$ cat config.mk
export PLATFORM = sky130hd
export DESIGN_NAME = multi_slot_deadline_timer_unit_flat
export DESIGN_NICKNAME = d
export VERILOG_FILES = /design/src/rtl/core/mdt_pkg.sv /design/src/rtl/core/mdt_chan_if.sv /design/src/rtl/core/mdt_ram.sv /design/src/rtl/core/mdt_ctrl.sv /design/src/rtl/core/mdt_dp.sv /design/src/rtl/core/multi_slot_deadline_timer_unit.sv /design/src/flat_wrapper.sv
export SDC_FILE = /design/constraint.sdc
export NUM_CORES = 1
export LEC_CHECK = 0
export BUFFER_PORTS_ARGS = -buffer_cell sky130_fd_sc_hd__buf_4
export CAP_MARGIN = 20
export CORE_AREA = 10 10 372 374
export CTS_CLUSTER_SIZE = 14
export DETAILED_ROUTE_END_ITERATION = 12
export DIE_AREA = 0 0 382 384
export GPL_TIMING_DRIVEN = 0
export PLACE_DENSITY = 0.58
export SETUP_SLACK_MARGIN = 0.1
export SYNTH_ARGS = -nofsm -noshare
export SYNTH_HDL_FRONTEND = slang
export SYNTH_HIERARCHICAL = 1
export SYNTH_SLANG_ARGS = --single-unit
export TNS_END_PERCENT = 20
$ cat constraint.sdc
create_clock -name clk -period 21.5 [get_ports clk]
set_clock_uncertainty 0.2 [all_clocks]
set_input_delay 3.225 -clock clk [delete_from_list [all_inputs] [get_ports clk]]
set_output_delay 3.225 -clock clk [all_outputs]
set_load 0.01 [all_outputs]
$ cat src/rtl/core/mdt_pkg.sv
package mdt_pkg;

	// Operation codes carried by an input item
	localparam logic [1:0] OP_INSERT = 2'd0;
	localparam logic [1:0] OP_EXPIRE = 2'd1;
	localparam logic [1:0] OP_REMOVE = 2'd2;

	// Result status codes
	localparam logic [1:0] STAT_OK         = 2'd0;
	localparam logic [1:0] STAT_ZERO_DELAY = 2'd1;
	localparam logic [1:0] STAT_FULL       = 2'd2;
	localparam logic [1:0] STAT_NOT_FOUND  = 2'd3;

	// Timer actions
	localparam logic [1:0] ACT_LEAVE = 2'd0;
	localparam logic [1:0] ACT_STOP  = 2'd1;
	localparam logic [1:0] ACT_LOAD  = 2'd2;

	// Reset value of the period limit register
	localparam logic [31:0] MAX_PERIOD_RST = 32'hFFFF_FFFF;

	typedef struct packed {
		logic [1:0]  opcode;
		logic [7:0]  requester_id;
		logic [31:0] delay_us;
		logic [63:0] deadline;
		logic [63:0] now_us;
	} item_t;

	typedef struct packed {
		logic [1:0]  status;
		logic [3:0]  slot_used;
		logic [63:0] target_time;
		logic [7:0]  expired_mask;
		logic [1:0]  timer_action;
		logic [31:0] load_period;
	} result_t;

	// Controller to datapath commands
	typedef struct packed {
		logic load;        // capture item, do the insert write
		logic scan;        // issue a slot read at the scan address
		logic final_step;  // form the distance to the earliest deadline
		logic emit;        // finish re-arm, load the result register
	} cmd_t;

endpackage

$ cat src/rtl/core/mdt_chan_if.sv
interface mdt_chan_if #(
	parameter type payload_t = logic
) ();
	logic     valid;
	logic     ready;
	payload_t data;

	modport source (output valid, output data, input ready);
	modport sink (input valid, input data, output ready);
endinterface

$ cat src/rtl/core/mdt_ram.sv
module mdt_ram #(
	parameter int WIDTH = 72,
	parameter int DEPTH = 8,
	localparam int AW = (DEPTH > 1) ? $clog2(DEPTH) : 1
) (
	input  logic             clk,
	input  logic             we,
	input  logic [AW-1:0]    waddr,
	input  logic [WIDTH-1:0] wdata,
	input  logic [AW-1:0]    raddr,
	output logic [WIDTH-1:0] rdata
);
	logic [WIDTH-1:0] mem [DEPTH];

	// One write port, one registered read port
	always_ff @(posedge clk) begin
		if (we) begin
			mem[waddr] <= wdata;
		end
		rdata <= mem[raddr];
	end
endmodule

$ cat src/rtl/core/mdt_ctrl.sv
module mdt_ctrl #(
	parameter int SLOTS = 8,
	localparam int ADDR_W = (SLOTS > 1) ? $clog2(SLOTS) : 1
) (
	input  logic              clk,
	input  logic              arst_n,
	input  logic              in_valid,
	output logic              in_ready,
	output logic              out_valid,
	input  logic              out_ready,
	output mdt_pkg::cmd_t     cmd,
	output logic [ADDR_W-1:0] scan_addr
);
	localparam logic [ADDR_W-1:0] LAST_ADDR = ADDR_W'(SLOTS - 1);

	typedef enum logic [4:0] {
		ST_IDLE  = 5'b00001,
		ST_SCAN  = 5'b00010,
		ST_DRAIN = 5'b00100,
		ST_FINAL = 5'b01000,
		ST_DONE  = 5'b10000
	} state_t;

	state_t            state_q;
	logic [ADDR_W-1:0] cnt_q;
	logic              out_valid_q;
	logic              in_acc;

	assign in_ready  = (state_q == ST_IDLE);
	assign in_acc    = in_valid & in_ready;
	assign out_valid = out_valid_q;
	assign scan_addr = cnt_q;

	// Commands to the datapath
	always_comb begin
		cmd.load       = in_acc;
		cmd.scan       = (state_q == ST_SCAN);
		cmd.final_step = (state_q == ST_FINAL);
		cmd.emit       = (state_q == ST_DONE) && (!out_valid_q || out_ready);
	end

	// Sequencer: scan every slot once, then settle the timer
	always_ff @(posedge clk or negedge arst_n) begin
		if (!arst_n) begin
			state_q <= ST_IDLE;
			cnt_q   <= '0;
		end else begin
			case (state_q)
				ST_IDLE: begin
					if (in_acc) begin
						state_q <= ST_SCAN;
						cnt_q   <= '0;
					end
				end
				ST_SCAN: begin
					cnt_q <= cnt_q + ADDR_W'(1);
					if (cnt_q == LAST_ADDR) begin
						state_q <= ST_DRAIN;
					end
				end
				ST_DRAIN: state_q <= ST_FINAL;
				ST_FINAL: state_q <= ST_DONE;
				ST_DONE: begin
					if (cmd.emit) begin
						state_q <= ST_IDLE;
					end
				end
				default: state_q <= ST_IDLE;
			endcase
		end
	end

	// Result valid flag of the output register
	always_ff @(posedge clk or negedge arst_n) begin
		if (!arst_n) begin
			out_valid_q <= 1'b0;
		end else if (cmd.emit) begin
			out_valid_q <= 1'b1;
		end else if (out_ready) begin
			out_valid_q <= 1'b0;
		end
	end

`ifndef SYNTHESIS
	a_emit_no_overwrite: assert property (@(posedge clk) disable iff (!arst_n)
		cmd.emit |-> (!out_valid_q || out_ready))
		else $error("result register overwritten before transaction completed");

	a_accept_starts_scan: assert property (@(posedge clk) disable iff (!arst_n)
		in_acc |=> (state_q == ST_SCAN && cnt_q == '0))
		else $error("accepted item did not start a scan at slot zero");

	a_valid_from_emit: assert property (@(posedge clk) disable iff (!arst_n)
		$rose(out_valid_q) |-> $past(cmd.emit))
		else $error("result valid raised without an emit");
`endif
endmodule

$ cat src/rtl/core/mdt_dp.sv
module mdt_dp #(
	parameter int SLOTS = 8,
	localparam int ADDR_W = (SLOTS > 1) ? $clog2(SLOTS) : 1
) (
	input  logic                 clk,
	input  logic                 arst_n,
	input  mdt_pkg::cmd_t        cmd,
	input  logic [ADDR_W-1:0]    scan_addr,
	input  mdt_pkg::item_t       item_data,
	input  logic                 cfg_we,
	input  logic [31:0]          cfg_data,
	output mdt_pkg::result_t     res_data
);
	localparam int SLOT_W = $clog2(SLOTS + 1);
	localparam int RAM_W  = 8 + 64;
	localparam logic [SLOT_W-1:0] NO_SLOT = SLOT_W'(SLOTS);

	// Configuration and table state
	logic [31:0]       cap_q;
	logic [SLOTS-1:0]  valid_q;
	logic [SLOT_W-1:0] armed_q;

	// Captured item
	logic [1:0]        op_q;
	logic [7:0]        id_q;
	logic [63:0]       match_q;
	logic [63:0]       now_q;

	// Per-item working registers
	logic [1:0]        status_q;
	logic [SLOT_W-1:0] slot_q;
	logic [63:0]       target_q;
	logic [7:0]        mask_q;
	logic              found_q;
	logic [ADDR_W-1:0] best_q;
	logic [63:0]       best_dl_q;
	logic              best_vld_q;
	logic [63:0]       diff_q;
	mdt_pkg::result_t  res_q;

	// Read pipeline
	logic              chk_s1;
	logic [ADDR_W-1:0] idx_s1;
	logic [RAM_W-1:0]  rdata;

	// Combinational helpers
	logic [ADDR_W-1:0] free_idx;
	logic              have_free;
	logic              ins_go;
	logic [63:0]       ins_target;
	logic [7:0]        rd_req;
	logic [63:0]       rd_dl;
	logic              rd_v;
	logic [63:0]       age;
	logic [63:0]       lead;
	logic              exp_hit;
	logic              rm_hit;
	logic              keep;
	logic              ahead;
	logic [7:0]        hit_bit;
	logic [31:0]       cap_eff;
	logic [31:0]       period;

	// Lowest free slot
	always_comb begin
		free_idx  = '0;
		have_free = 1'b0;
		for (int i = SLOTS - 1; i >= 0; i--) begin
			if (!valid_q[i]) begin
				free_idx  = ADDR_W'(i);
				have_free = 1'b1;
			end
		end
	end

	assign ins_target = item_data.now_us + 64'(item_data.delay_us);
	assign ins_go     = cmd.load && (item_data.opcode == mdt_pkg::OP_INSERT)
		&& (item_data.delay_us != 32'd0) && have_free;

	mdt_ram #(
		.WIDTH(RAM_W),
		.DEPTH(SLOTS)
	) u_slot_ram (
		.clk   (clk),
		.we    (ins_go),
		.waddr (free_idx),
		.wdata ({item_data.requester_id, ins_target}),
		.raddr (scan_addr),
		.rdata (rdata)
	);

	// Per-slot evaluation of the entry returned by the RAM
	assign rd_req  = rdata[RAM_W-1:64];
	assign rd_dl   = rdata[63:0];
	assign rd_v    = valid_q[idx_s1];
	assign age     = now_q - rd_dl;
	assign lead    = rd_dl - best_dl_q;
	assign exp_hit = (op_q == mdt_pkg::OP_EXPIRE) && rd_v && !age[63];
	assign rm_hit  = (op_q == mdt_pkg::OP_REMOVE) && rd_v && !found_q
		&& (rd_req == id_q) && (rd_dl == match_q);
	assign keep    = rd_v && !exp_hit && !rm_hit;
	assign ahead   = !best_vld_q || lead[63];
	assign hit_bit = 8'(1) << idx_s1;

	// Timer period, clamped to 1 .. limit
	always_comb begin
		cap_eff = (cap_q == 32'd0) ? 32'd1 : cap_q;
		if (diff_q == 64'd0 || diff_q[63]) begin
			period = 32'd1;
		end else if (diff_q > {32'd0, cap_eff}) begin
			period = cap_eff;
		end else begin
			period = diff_q[31:0];
		end
	end

	// Control state: limit register, valid bits, armed slot, read pipeline
	always_ff @(posedge clk or negedge arst_n) begin
		if (!arst_n) begin
			cap_q   <= mdt_pkg::MAX_PERIOD_RST;
			valid_q <= '0;
			armed_q <= NO_SLOT;
			chk_s1  <= 1'b0;
			idx_s1  <= '0;
		end else begin
			chk_s1 <= cmd.scan;
			idx_s1 <= scan_addr;
			if (cfg_we) begin
				cap_q <= cfg_data;
			end
			if (ins_go) begin
				valid_q[free_idx] <= 1'b1;
			end
			if (cmd.load && item_data.opcode == mdt_pkg::OP_EXPIRE) begin
				armed_q <= NO_SLOT;
			end
			if (chk_s1 && (exp_hit || rm_hit)) begin
				valid_q[idx_s1] <= 1'b0;
			end
			if (chk_s1 && rm_hit && armed_q == SLOT_W'(idx_s1)) begin
				armed_q <= NO_SLOT;
			end
			if (cmd.emit) begin
				if (!best_vld_q) begin
					armed_q <= NO_SLOT;
				end else begin
					armed_q <= SLOT_W'(best_q);
				end
			end
		end
	end

	// Working registers for one item
	always_ff @(posedge clk or negedge arst_n) begin
		if (!arst_n) begin
			found_q    <= 1'b0;
			best_vld_q <= 1'b0;
		end else begin
			if (cmd.load) begin
				found_q    <= 1'b0;
				best_vld_q <= 1'b0;
			end
			if (chk_s1 && rm_hit) begin
				found_q <= 1'b1;
			end
			if (chk_s1 && keep && ahead) begin
				best_vld_q <= 1'b1;
			end
		end
	end

	// Payload registers
	always_ff @(posedge clk) begin
		if (cmd.load) begin
			op_q    <= item_data.opcode;
			id_q    <= item_data.requester_id;
			match_q <= item_data.deadline;
			now_q   <= item_data.now_us;
			mask_q  <= '0;
			slot_q  <= ins_go ? SLOT_W'(free_idx) : NO_SLOT;
			target_q <= ins_go ? ins_target : 64'd0;
			if (item_data.opcode != mdt_pkg::OP_INSERT) begin
				status_q <= mdt_pkg::STAT_OK;
			end else if (item_data.delay_us == 32'd0) begin
				status_q <= mdt_pkg::STAT_ZERO_DELAY;
			end else if (!have_free) begin
				status_q <= mdt_pkg::STAT_FULL;
			end else begin
				status_q <= mdt_pkg::STAT_OK;
			end
		end
		if (chk_s1 && exp_hit) begin
			mask_q <= mask_q | hit_bit;
		end
		if (chk_s1 && rm_hit) begin
			slot_q <= SLOT_W'(idx_s1);
		end
		// Earliest deadline so far, ties stay with the lower slot
		if (chk_s1 && keep && ahead) begin
			best_q    <= idx_s1;
			best_dl_q <= rd_dl;
		end
		if (cmd.final_step) begin
			diff_q <= best_dl_q - now_q;
		end
		if (cmd.emit) begin
			res_q.status       <= (op_q == mdt_pkg::OP_REMOVE && !found_q)
				? mdt_pkg::STAT_NOT_FOUND : status_q;
			res_q.slot_used    <= 4'(slot_q);
			res_q.target_time  <= target_q;
			res_q.expired_mask <= mask_q;
			if (!best_vld_q) begin
				res_q.timer_action <= mdt_pkg::ACT_STOP;
				res_q.load_period  <= 32'd0;
			end else if (armed_q == SLOT_W'(best_q)) begin
				res_q.timer_action <= mdt_pkg::ACT_LEAVE;
				res_q.load_period  <= 32'd0;
			end else begin
				res_q.timer_action <= mdt_pkg::ACT_LOAD;
				res_q.load_period  <= period;
			end
		end
	end

	assign res_data = res_q;

`ifndef SYNTHESIS
	a_stop_disarms: assert property (@(posedge clk) disable iff (!arst_n)
		(cmd.emit && !best_vld_q) |=> (armed_q == NO_SLOT))
		else $error("timer stopped but a slot is still armed");

	a_armed_range: assert property (@(posedge clk) disable iff (!arst_n)
		armed_q <= NO_SLOT)
		else $error("armed slot index out of range");

	a_mask_only_expire: assert property (@(posedge clk) disable iff (!arst_n)
		(cmd.emit && op_q != mdt_pkg::OP_EXPIRE) |-> (mask_q == 8'd0))
		else $error("expired mask set outside an expiry event");
`endif
endmodule

$ cat src/rtl/core/multi_slot_deadline_timer_unit.sv
// Deadline table of SLOTS entries driving one one-shot timer. An item goes up to
// a registered result in steps: the accepting cycle does the capture and insert
// write, the scan state reads every slot through the slot RAM's single read port,
// and the drain, final and done states finish the earliest-deadline search, form
// the period and load the result register; the done state waits while the last
// result is not yet taken. One item is worked on at a time; a new item is taken
// as soon as the previous one has reached the result register.
module multi_slot_deadline_timer_unit #(
	parameter int SLOTS = 8
) (
	input logic        clk,
	input logic        arst_n,
	mdt_chan_if.sink   item,
	mdt_chan_if.source result,
	mdt_chan_if.sink   cfg
);
	localparam int ADDR_W = (SLOTS > 1) ? $clog2(SLOTS) : 1;

	mdt_pkg::cmd_t     cmd;
	logic [ADDR_W-1:0] scan_addr;
	logic              item_ready;
	logic              res_valid;
	mdt_pkg::result_t  res_data;

	// Configuration writes are always taken
	assign cfg.ready   = 1'b1;
	assign item.ready  = item_ready;
	assign result.valid = res_valid;
	assign result.data  = res_data;

	mdt_ctrl #(
		.SLOTS(SLOTS)
	) u_ctrl (
		.clk       (clk),
		.arst_n    (arst_n),
		.in_valid  (item.valid),
		.in_ready  (item_ready),
		.out_valid (res_valid),
		.out_ready (result.ready),
		.cmd       (cmd),
		.scan_addr (scan_addr)
	);

	mdt_dp #(
		.SLOTS(SLOTS)
	) u_dp (
		.clk       (clk),
		.arst_n    (arst_n),
		.cmd       (cmd),
		.scan_addr (scan_addr),
		.item_data (item.data),
		.cfg_we    (cfg.valid),
		.cfg_data  (cfg.data),
		.res_data  (res_data)
	);
endmodule
$ cat src/flat_wrapper.sv
// flat-port wrapper written by rule: the top's interface ports become plain ports
module multi_slot_deadline_timer_unit_flat 
#(
	parameter int SLOTS = 8
)
  (clk, arst_n, item_valid, item_data, item_ready, result_valid, result_data, result_ready, cfg_valid, cfg_data, cfg_ready);
  mdt_chan_if item_i ();
  mdt_chan_if result_i ();
  mdt_chan_if cfg_i ();
  input logic clk;
  input logic arst_n;
  input wire logic [$bits(item_i.valid)-1:0] item_valid;
  input wire logic [$bits(item_i.data)-1:0] item_data;
  output wire logic [$bits(item_i.ready)-1:0] item_ready;
  output wire logic [$bits(result_i.valid)-1:0] result_valid;
  output wire logic [$bits(result_i.data)-1:0] result_data;
  input wire logic [$bits(result_i.ready)-1:0] result_ready;
  input wire logic [$bits(cfg_i.valid)-1:0] cfg_valid;
  input wire logic [$bits(cfg_i.data)-1:0] cfg_data;
  output wire logic [$bits(cfg_i.ready)-1:0] cfg_ready;
  assign item_i.valid = item_valid;
  assign item_i.data = item_data;
  assign item_ready = item_i.ready;
  assign result_valid = result_i.valid;
  assign result_data = result_i.data;
  assign result_i.ready = result_ready;
  assign cfg_i.valid = cfg_valid;
  assign cfg_i.data = cfg_data;
  assign cfg_ready = cfg_i.ready;
  multi_slot_deadline_timer_unit #(.SLOTS(SLOTS)) u_core (.clk(clk), .arst_n(arst_n), .item(item_i), .result(result_i), .cfg(cfg_i));
endmodule
==> metrics, run 1 <==
run status complete, but fails checks; failing checks slew limit; maximum vdd drop 65.7 uV; Slew HR -805%; grt ovf 0; Die H 384 um; crit path max fanout 15; Initial Util 34.6%; Clock Sinks 977; endpoints failing setup 0; synthesized area 45200 sq um; Max Cap Violations 0; vias in the first global route 25203; DR vias 24716; drt pass-1 iters 5; Die Area 147000 sq um; Critical Path RT 21.68 ns; setup ws final 16.14 ns; kind of end point of the critical path flip-flop; Crit path arrival time 5.54 ns; layout cells sized above 1 13.9%; # fillers 12128; area growth from synthesis to layout 16.4%; Hold Buf Count CTS 0; cell at the slowest stage of the critical path nor4b_4; CTS Buffer Depth 3; minimum clock period 5.36 ns; CP max stage delay 0.65 ns; design area 52600 sq um; Std-Cell Rows 133; unrepaired setup endpoints after global routing no; leakage 20.4 nW; Net count, final 3804; DP HPWL 63100 um; dpl cells 5196; IO buf count 8; CTS Buf Count 99; crit start category flip-flop; GPL Wtd Cong 0.801; Ys Warns 6; largest net degree at the start of global routing 91; Non-Filler Instances 5383; most used cell, CP buf_6; pins over their slew limit 584; 1st-iter DRT viols 1429; Setup TNS 0 ns; Syn Inst Count 2999; dpl ws 15.90 ns; fin crit share 24.9%; root buf cell clkbuf_16; I/O pin cnt 11; fmax 186 MHz; Worst-path clk slew 0.06 ns; min-delay worst type reg -> reg; # DRC 0; Resize count post-CTS 0; initial antenna violation count 2; Post-CTS Setup Repair Bufs 0; antenna cells 0; layer with the highest usage met2; number of H-tree levels 3; WL/cell 17.6 um; DP Area 49200 sq um; met2 GRT Util 21.8%; Skew-Pair Late Insertion Delay 0.67 ns; GR Layer Usage met3 1.53%; Worst Setup Path Type reg -> reg; post-DR vias/cell 4.59; Slew @ Worst Pin 13.47 ns; Syn Area/Cell 15.1 sq um; global routing usage on met1 17.0%; FF+latch area 28400 sq um; critical path, cell by cell inv_1 -> ha_1 -> a21o_1 -> a21o_1 -> a21oi_1 -> nor2_1 -> a2111oi_0 -> o21ai_0 -> a2111oi_2 -> nor2_1 -> mux2_4 -> nor4b_4 -> buf_6 -> buf_6 -> buf_6 -> buf_6; core area 131000 sq um; Post-DRT Antenna Nets 0; DIE WIDTH 382 um; CTS tree yes; pwr/cell area 113 nW/um^2; Final Hold Vio Count 0; total track usage 12.8%; area of the multi-input gates 17000 sq um; WL final 94600 um; global-route wire length before repair 147000 um
[final timing paths]
path	end	startpoint	cells past startpoint	slack, ns
max	u_core/u_dp/best_dl_q[3]$_DFFE_PP_	u_core/u_dp/u_slot_ram/rdata[52]$_DFF_P_	16	16.14
min	u_core/u_dp/best_q[2]$_DFFE_PP_	u_core/u_dp/idx_s1[2]$_DFF_PN0_	0	0.25
max reg2reg	u_core/u_dp/best_dl_q[3]$_DFFE_PP_	u_core/u_dp/u_slot_ram/rdata[52]$_DFF_P_	16	16.14
min reg2reg	u_core/u_dp/best_q[2]$_DFFE_PP_	u_core/u_dp/idx_s1[2]$_DFF_PN0_	0	0.25
max in group asynchronous	u_core/u_dp/armed_q[0]$_DFFE_PN0P_	arst_n	1	18.04
min in group asynchronous	u_core/u_ctrl/state_q[3]$_DFFE_PN0P_	arst_n	1	2.52
[cell usage in the layout, fill, tap and decap left out, types with 16 or more instances in the layout]
cell	instances
a21o_1	133
ha_1	253
nand2_1	120
conb_1	423
a21oi_1	131
nor2b_1	17
nand3_1	28
buf_2	19
inv_1	258
and3_1	16
nand2b_1	19
a31oi_1	18
nand4_1	76
mux4_2	146
clkbuf_16	105
dfstp_2	34
edfxtp_1	846
mux2_4	61
xor2_1	93
o21bai_1	19
buf_4	17
xnor2_1	109
dfrtp_1	25
nor3_1	39
o21ai_0	85
nor2_1	84
dfxtp_1	72
clkinv_2	17
clkbuf_1	61
nor4_1	47
[report_power, final]
group | switching (mW) | total [mW] | internal [mW] | leakage [nW]
registers | 0.207 | 2.58 | 2.38 | 8.95
clock network | 0.724 | 1.77 | 1.04 | 1.68
logic | 0.892 | 1.60 | 0.712 | 9.72
[critical path: cells and delay by family (launching register included)]
| family | cells | cell delay (ns) |
|---|---|---|
| fa+ha+maj | 1 | 0.30 |
| buf+inv | 5 | 0.95 |
| simple gates | 3 | 0.82 |
| compound gates | 6 | 1.92 |
| mux | 1 | 0.34 |
| flops | 1 | 0.54 |
[metrics by stage]
stage	power (mW)	hold WS (ns)	util, %
final	5.96	0.247	40.2
after global routing	6.30	0.267	40.2
after CTS	5.99	0.250	40.2
after detailed placement	4.20	0.231	37.6
after global placement	4.18	0.229	37.5
after floorplan	3.72	0.209	-
[sequential cells by signal, summed over array words and instances, names as in the netlist, 2 cells and up]
register	cells
u_core/u_dp/u_slot_ram/mem	576
u_core/u_dp/u_slot_ram/rdata	72
u_core/u_dp/best_dl_q	64
u_core/u_dp/diff_q	64
u_core/u_dp/match_q	64
u_core/u_dp/now_q	64
u_core/u_dp/cap_q	32
u_core/u_dp/id_q	8
u_core/u_dp/valid_q	8
u_core/u_ctrl/state_q	5
u_core/u_dp/armed_q	4
u_core/u_ctrl/scan_addr	3
u_core/u_dp/best_q	3
u_core/u_dp/idx_s1	3
u_core/u_dp/op_q	2
[metal layers]
layer,routed length [um],vias up
li1,-,12141
met1,43400,12097
met2,45600,346
met3,3280,132
met4,2220,0
met5,0,-
[final cells by class]
| type | instances | area share, % |
|---|---|---|
| flip-flops and latches | 977 | 53.9 |
| multi-input cells | 2101 | 32.3 |
| clock buffers | 136 | 5.50 |
| well taps | 1755 | 4.17 |
| inverters | 258 | 1.84 |
| clock inverters | 51 | 0.996 |
| plain buffers | 84 | 0.935 |
| repair buffers | 21 | 0.373 |
Power figures use the tool's default switching activity.
==> run 2, diff against run 1 <==
Settings changed: PLACE_DENSITY 0.58 to 0.6.
Clock period 21.5 ns to 4.4 ns, I/O delays scaled along.
==> run 2 against run 1 <==
The flow still finishes with violations (slew limit). Via count down 0.10%. First-iteration DRC count up 10%. Die area unchanged. Worst hold slack worse by 0.20 ns. Register-to-register slack worse by 16 ns. Largest power group unchanged.
==> metrics, run 2 (synthesized netlist as in run 1, its figures left out) <==
Largest register FFs 576; Crit path arrival time 4.26 ns; minimum clock period 4.10 ns; post-DR vias/cell 4.59; Std-Cell Rows 133; CTS tree yes; CP startpoint u_core/u_dp/now_q[44]$_DFFE_PP_; fin crit share 93.1%; layout cells sized above 1 13.3%; Post-DRT Antenna Nets 0; crit start category flip-flop; # DRC 0; GPL Wtd Cong 0.810; min-delay worst type in -> reg; 1st-iter DRT viols 1576; commonest non-fill, non-tap cell in the layout edfxtp_1; IO buf count 8; commonest cells after routing, fill and taps aside edfxtp_1, conb_1, inv_1; unrepaired setup endpoints after global routing no; switch share 30.5%; combinational power share 27.6%; leakage 20.2 nW; Largest regs u_core/u_dp/u_slot_ram/mem: 576 flops, u_core/u_dp/u_slot_ram/rdata: 72 flops; root buf cell clkbuf_16; maximum vdd drop 325 uV; run status complete, but fails checks; Initial Util 34.6%; DP Area 49200 sq um; Clock Sinks 977; fmax 244 MHz; Die H 384 um; number of H-tree levels 3; kind of end point of the critical path flip-flop; area growth from synthesis to layout 16.0%; DIE WIDTH 382 um; Clk network pwr share 28.3%; largest net degree at the start of global routing 89; CTS Buf Count 95; dpl ws -0.785 ns; core area 131000 sq um; DP HPWL 62300 um; Worst Hold Launch item_data; initial antenna violation count 2; setup ws final 0.301 ns; global-route wire length before repair 145000 um; Slew @ Worst Pin 13.17 ns; I/O pin cnt 11; Flop pwr share 44.1%; Die Area 147000 sq um; vias in the first global route 24909; Critical R2R Launch u_core/u_dp/now_q[44]$_DFFE_PP_; failing checks slew limit; pwr/cell area 547 nW/um^2; grt ovf 0; Final Hold Vio Count 0; CTS Buffer Depth 3; Slew HR -785%; endpoints failing setup 0; DR vias 24691; crit path max fanout 15; total track usage 12.6%; WL final 93300 um; Reg with most FFs u_core/u_dp/u_slot_ram/mem; Cell Int Power 19.9 mW; Critical Path RT 4.56 ns; Worst-path clk slew 0.06 ns; Net count, final 3803; WL/cell 17.4 um; NetSw 8.73 mW; design area 52400 sq um; drt pass-1 iters 5; Worst Setup Path Type reg -> reg; Skew-Pair Late Insertion Delay 0.65 ns; pins over their slew limit 584; register-to-register setup slack 0.30 ns; Max Cap Violations 0
[run 2: cell count changes in the layout (fill, tap and decap cells not counted), moves of 4 or more]
| cell | before | now |
|---|---|---|
| clkbuf_1 | 61 | 79 |
| clkbuf_8 | 15 | 4 |
| clkinv_2 | 17 | 7 |
| clkbuf_16 | 105 | 98 |
| clkinv_1 | 8 | 15 |
| clkinv_4 | 4 | 0 |
| dfxtp_1 | 72 | 68 |
| dfxtp_2 | 0 | 4 |
[run 2: metrics by stage]
stage	TNS (ns)	std cells	utilization [%]	total power, mW	hold slack, ns
floorplan	-57.71	3420	-	18.2	0.164
global placement	-198.35	5183	37.5	20.4	0.229
detailed placement	-27.26	5192	37.6	20.5	0.233
CTS	0	5374	40.0	28.8	0.0151
global route	0	5375	40.1	30.3	0.0211
finish	0	5376	40.1	28.7	0.0458
[run 2: worst paths after layout]
kind | endpoint | depth (start not counted)
setup reg to reg | u_core/u_dp/best_dl_q[11]$_DFFE_PP_ | 15
setup / recovery | u_core/u_dp/best_dl_q[11]$_DFFE_PP_ | 15
max in group asynchronous | u_core/u_ctrl/scan_addr[2]$_DFFE_PN0P_ | 2
min in group asynchronous | u_core/u_dp/best_vld_q$_DFFE_PN0P_ | 2
hold / removal | u_core/u_dp/now_q[0]$_DFFE_PP_ | 1
hold reg to reg | u_core/u_dp/best_q[1]$_DFFE_PP_ | 0
[run 2: layout make-up]
cell class                 instances  area, sq um
clock buffer                     136         2640
fill                           12120        78400
sequential                       977        28400
buffer                            84          492
antenna                            1         2.50
timing repair buffer              24          260
clock inverter                    40          472
inverter                         258          968
multi-input combinational       2101        17000
tap                             1755         2200
[run 2: critical path: stages, from the launching register on]
cell       delay [ns]
edfxtp_1         0.41
ha_1             0.33
a21o_1           0.18
a21o_1           0.16
a21oi_1          0.13
o21ai_1          0.12
or4b_4           0.55
a2111oi_4        0.32
buf_4            0.18
nor2_1           0.05
mux2_4           0.32
nor4b_4          0.27
buf_8            0.15
buf_12           0.14
buf_8            0.15
buf_12           0.15
[run 2: power groups by stage]
stage	clock, mW	combinational (mW)	sequential (mW)
5_1_grt	8.70	8.86	12.7
4_1_cts	8.34	7.81	12.6
3_5_place_dp	0	7.72	12.8
6_report	8.11	7.91	12.6
3_3_place_gp	0	7.58	12.8
2_1_floorplan	0	5.93	12.3
[run 2: layer usage]
layer | track usage, % | vias up | routed length [um]
met1 | 17.0 | 12050 | 43200
li1 | - | 12136 | -
met2 | 21.1 | 384 | 44300
met4 | 3.86 | 0 | 2450
met3 | 1.57 | 121 | 3400
met5 | 0 | - | 0
[run 2: what timing repair did]
action / 4_1_cts / 5_1_grt
setup endpoints to repair: 68 / 18
endpoints found under the hold margin: 26 / 0
resized for setup: 8 / 7
pin swaps: 3 / 2
buffers inserted: 4 / 1
hold buffers: 2 / 0
==> run 3, diff against run 2 <==
Settings changed: SLEW_MARGIN set to 5.
Clock period 4.4 ns to 3.45 ns, I/O delays scaled along.
==> run 3 against run 2 <==
The flow finishes with violations (slew limit, setup timing). Critical endpoint is now u_core/u_dp/best_dl_q[10]$_DFFE_PP_. Critical path depth unchanged. Power up 31%. Flip-flop and latch count unchanged. Sequential share of layout area down 0.69 points. Via count up 0.64%. First-iteration DRC count down 9.5%. Routed wire length up 1.9%. Utilization up 0.54 points. Maximum frequency up 2.4%. Sequential power up 28%.
==> metrics, run 3 (synthesized netlist as in run 1, its figures left out) <==
# DRC 0; fin crit share 116%; failing checks slew limit, setup timing; Flop pwr share 43.1%; unrepaired setup endpoints after global routing yes; DIE WIDTH 382 um; Largest regs u_core/u_dp/u_slot_ram/mem: 576 flops, u_core/u_dp/u_slot_ram/rdata: 72 flops; WL/cell 17.6 um; minimum clock period 4.00 ns; worst r2r path cells 15; Worst-path clk slew 0.06 ns; register-to-register setup slack -0.55 ns; Worst Hold Depth 2; combinational power share 28.3%; crit start category flip-flop; critical path, cell by cell ha_4 -> a21o_1 -> a21o_1 -> a21oi_2 -> nor3_2 -> a2111oi_2 -> o21ai_2 -> a2111oi_4 -> nor2_1 -> mux2_4 -> nor4b_4 -> buf_6 -> buf_12 -> buf_12 -> clkbuf_16; setup ws final -0.554 ns; switch share 30.8%; Final Total Pwr 37.4 mW; dpl ws -1.94 ns; fmax 250 MHz; NetSw 11.5 mW; maximum vdd drop 429 uV; leakage 20.5 nW; Final Hold Vio Count 0; pwr/cell area 704 nW/um^2; Slew @ Worst Pin 13.21 ns; DP HPWL 62600 um; # fillers 12080; commonest cells after routing, fill and taps aside edfxtp_1, conb_1, inv_1; number of H-tree levels 3; global-route wire length before repair 148000 um; CTS Buffer Depth 3; IO buf count 8; drt pass-1 iters 5; root buf cell clkbuf_16; Critical R2R Launch u_core/u_dp/now_q[48]$_DFFE_PP_; Cell Int Power 25.9 mW; Net count, final 3823; Initial Util 34.6%; initial antenna violation count 3; post-DR vias/cell 4.60; Crit path arrival time 4.18 ns; core area 131000 sq um; Critical Path RT 3.62 ns; crit path max fanout 6; Slew HR -788%; Reg-to-Reg End u_core/u_dp/best_dl_q[10]$_DFFE_PP_; I/O pin cnt 11; Clock Sinks 977; area growth from synthesis to layout 17.5%; Worst Hold Launch cfg_valid; DR vias 24850; run status complete, but fails checks; CTS tree yes; Largest register FFs 576; Post-DRT Antenna Nets 0; 1st-iter DRT viols 1426; CP startpoint u_core/u_dp/now_q[48]$_DFFE_PP_; Max Cap Violations 0; largest net degree at the start of global routing 86; WL final 95100 um; Std-Cell Rows 133; commonest non-fill, non-tap cell in the layout edfxtp_1; Reg with most FFs u_core/u_dp/u_slot_ram/mem; Skew-Pair Late Insertion Delay 0.66 ns; min-delay worst type in -> reg; Worst Setup Path Type reg -> reg; kind of end point of the critical path flip-flop; CP max stage delay 0.45 ns; vias in the first global route 25345; Setup TNS -32.66 ns; Die H 384 um; CTS Buf Count 97; endpoints failing setup 78; total track usage 12.8%; layout cells sized above 1 15.8%; cell at the slowest stage of the critical path a2111oi_4; antenna cells 0; hold_ws 0.189 ns; Hold Path End u_core/u_dp/cap_q[0]$_DFFE_PN1P_; GPL Wtd Cong 0.804; pins over their slew limit 584; grt ovf 0; Clk network pwr share 28.6%; Die Area 147000 sq um
run 3: cell count changes in the layout (fill, tap and decap cells not counted), moves of 6 or more:
cell and delta:
clkbuf_1 -13, ha_1 -6, clkinv_2 +10, buf_4 +9, a21oi_1 -11, a21oi_2 +8
dfxtp_1 -7
run 3: power by group through the flow:
stage               logic, mW  registers [mW]  clock network, mW
CTS                      10.3            16.1               11.0
floorplan                7.56            15.7                  0
detailed placement       9.90            16.3                  0
finish                   10.6            16.1               10.7
global placement         9.68            16.3                  0
global route             11.8            16.3               11.4
run 3: repair_timing:
item / in CTS / in global routing
gates cloned: 0 / 2
pin swaps: 20 / 12
hold endpoints to repair: 30 / 0
setup endpoints to repair: 108 / 100
hold buffers: 5 / 0
resized for setup: 74 / 27
buffers inserted: 14 / 3
run 3: layer usage:
layer  up-vias  GRT usage, %  wire [um]
met1     12191          17.1      43900
met2       336          21.6      45500
li1      12194             -          -
met4         0          3.87       2430
met5         -             0          0
met3       129          1.64       3230
run 3: how the worst max path moves through the flow:
stage	endpoint	slack, ns	depth (start not counted)
final	u_core/u_dp/best_dl_q[10]$_DFFE_PP_	-0.55	15
after global routing	u_core/u_dp/best_dl_q[10]$_DFFE_PP_	-0.74	15
after CTS	u_core/u_dp/best_dl_q[8]$_DFFE_PP_	-0.64	14
after detailed placement	u_core/u_dp/best_dl_q[0]$_DFFE_PP_	-1.94	16
after global placement	u_core/u_dp/best_dl_q[1]$_DFFE_PP_	-3.98	12
after floorplan	u_core/u_dp/best_dl_q[0]$_DFFE_PP_	-1.80	12
run 3: final cells by class:
| type | instances | area (sq um) | area share (%) |
|---|---|---|---|
| sequential | 977 | 28400 | 53.4 |
| multi-input combinational | 2101 | 17400 | 32.7 |
| clock buffer | 132 | 2670 | 5.03 |
| tap | 1755 | 2200 | 4.13 |
| inverter | 258 | 971 | 1.83 |
| clock inverter | 51 | 584 | 1.10 |
| buffer | 84 | 497 | 0.935 |
| timing repair buffer | 42 | 472 | 0.888 |
run 3: critical path, delay by kind of cell, from the launching register on:
kind | cells | cell delay, ns
and+or+nand+nor | 3 | 0.44
buffers and inverters | 4 | 0.54
adders and majority gates | 1 | 0.24
DFF | 1 | 0.44
muxes | 1 | 0.33
AOI/OAI and AO/OA | 6 | 1.52
run 3: stage by stage:
stage / area (sq um) / cells / utilization (%)
2_1_floorplan: 46800 / 3420 / -
3_3_place_gp: 49100 / 5183 / 37.5
3_5_place_dp: 49200 / 5193 / 37.6
4_1_cts: 52900 / 5395 / 40.5
5_1_grt: 53100 / 5400 / 40.6
6_report: 53100 / 5400 / 40.6
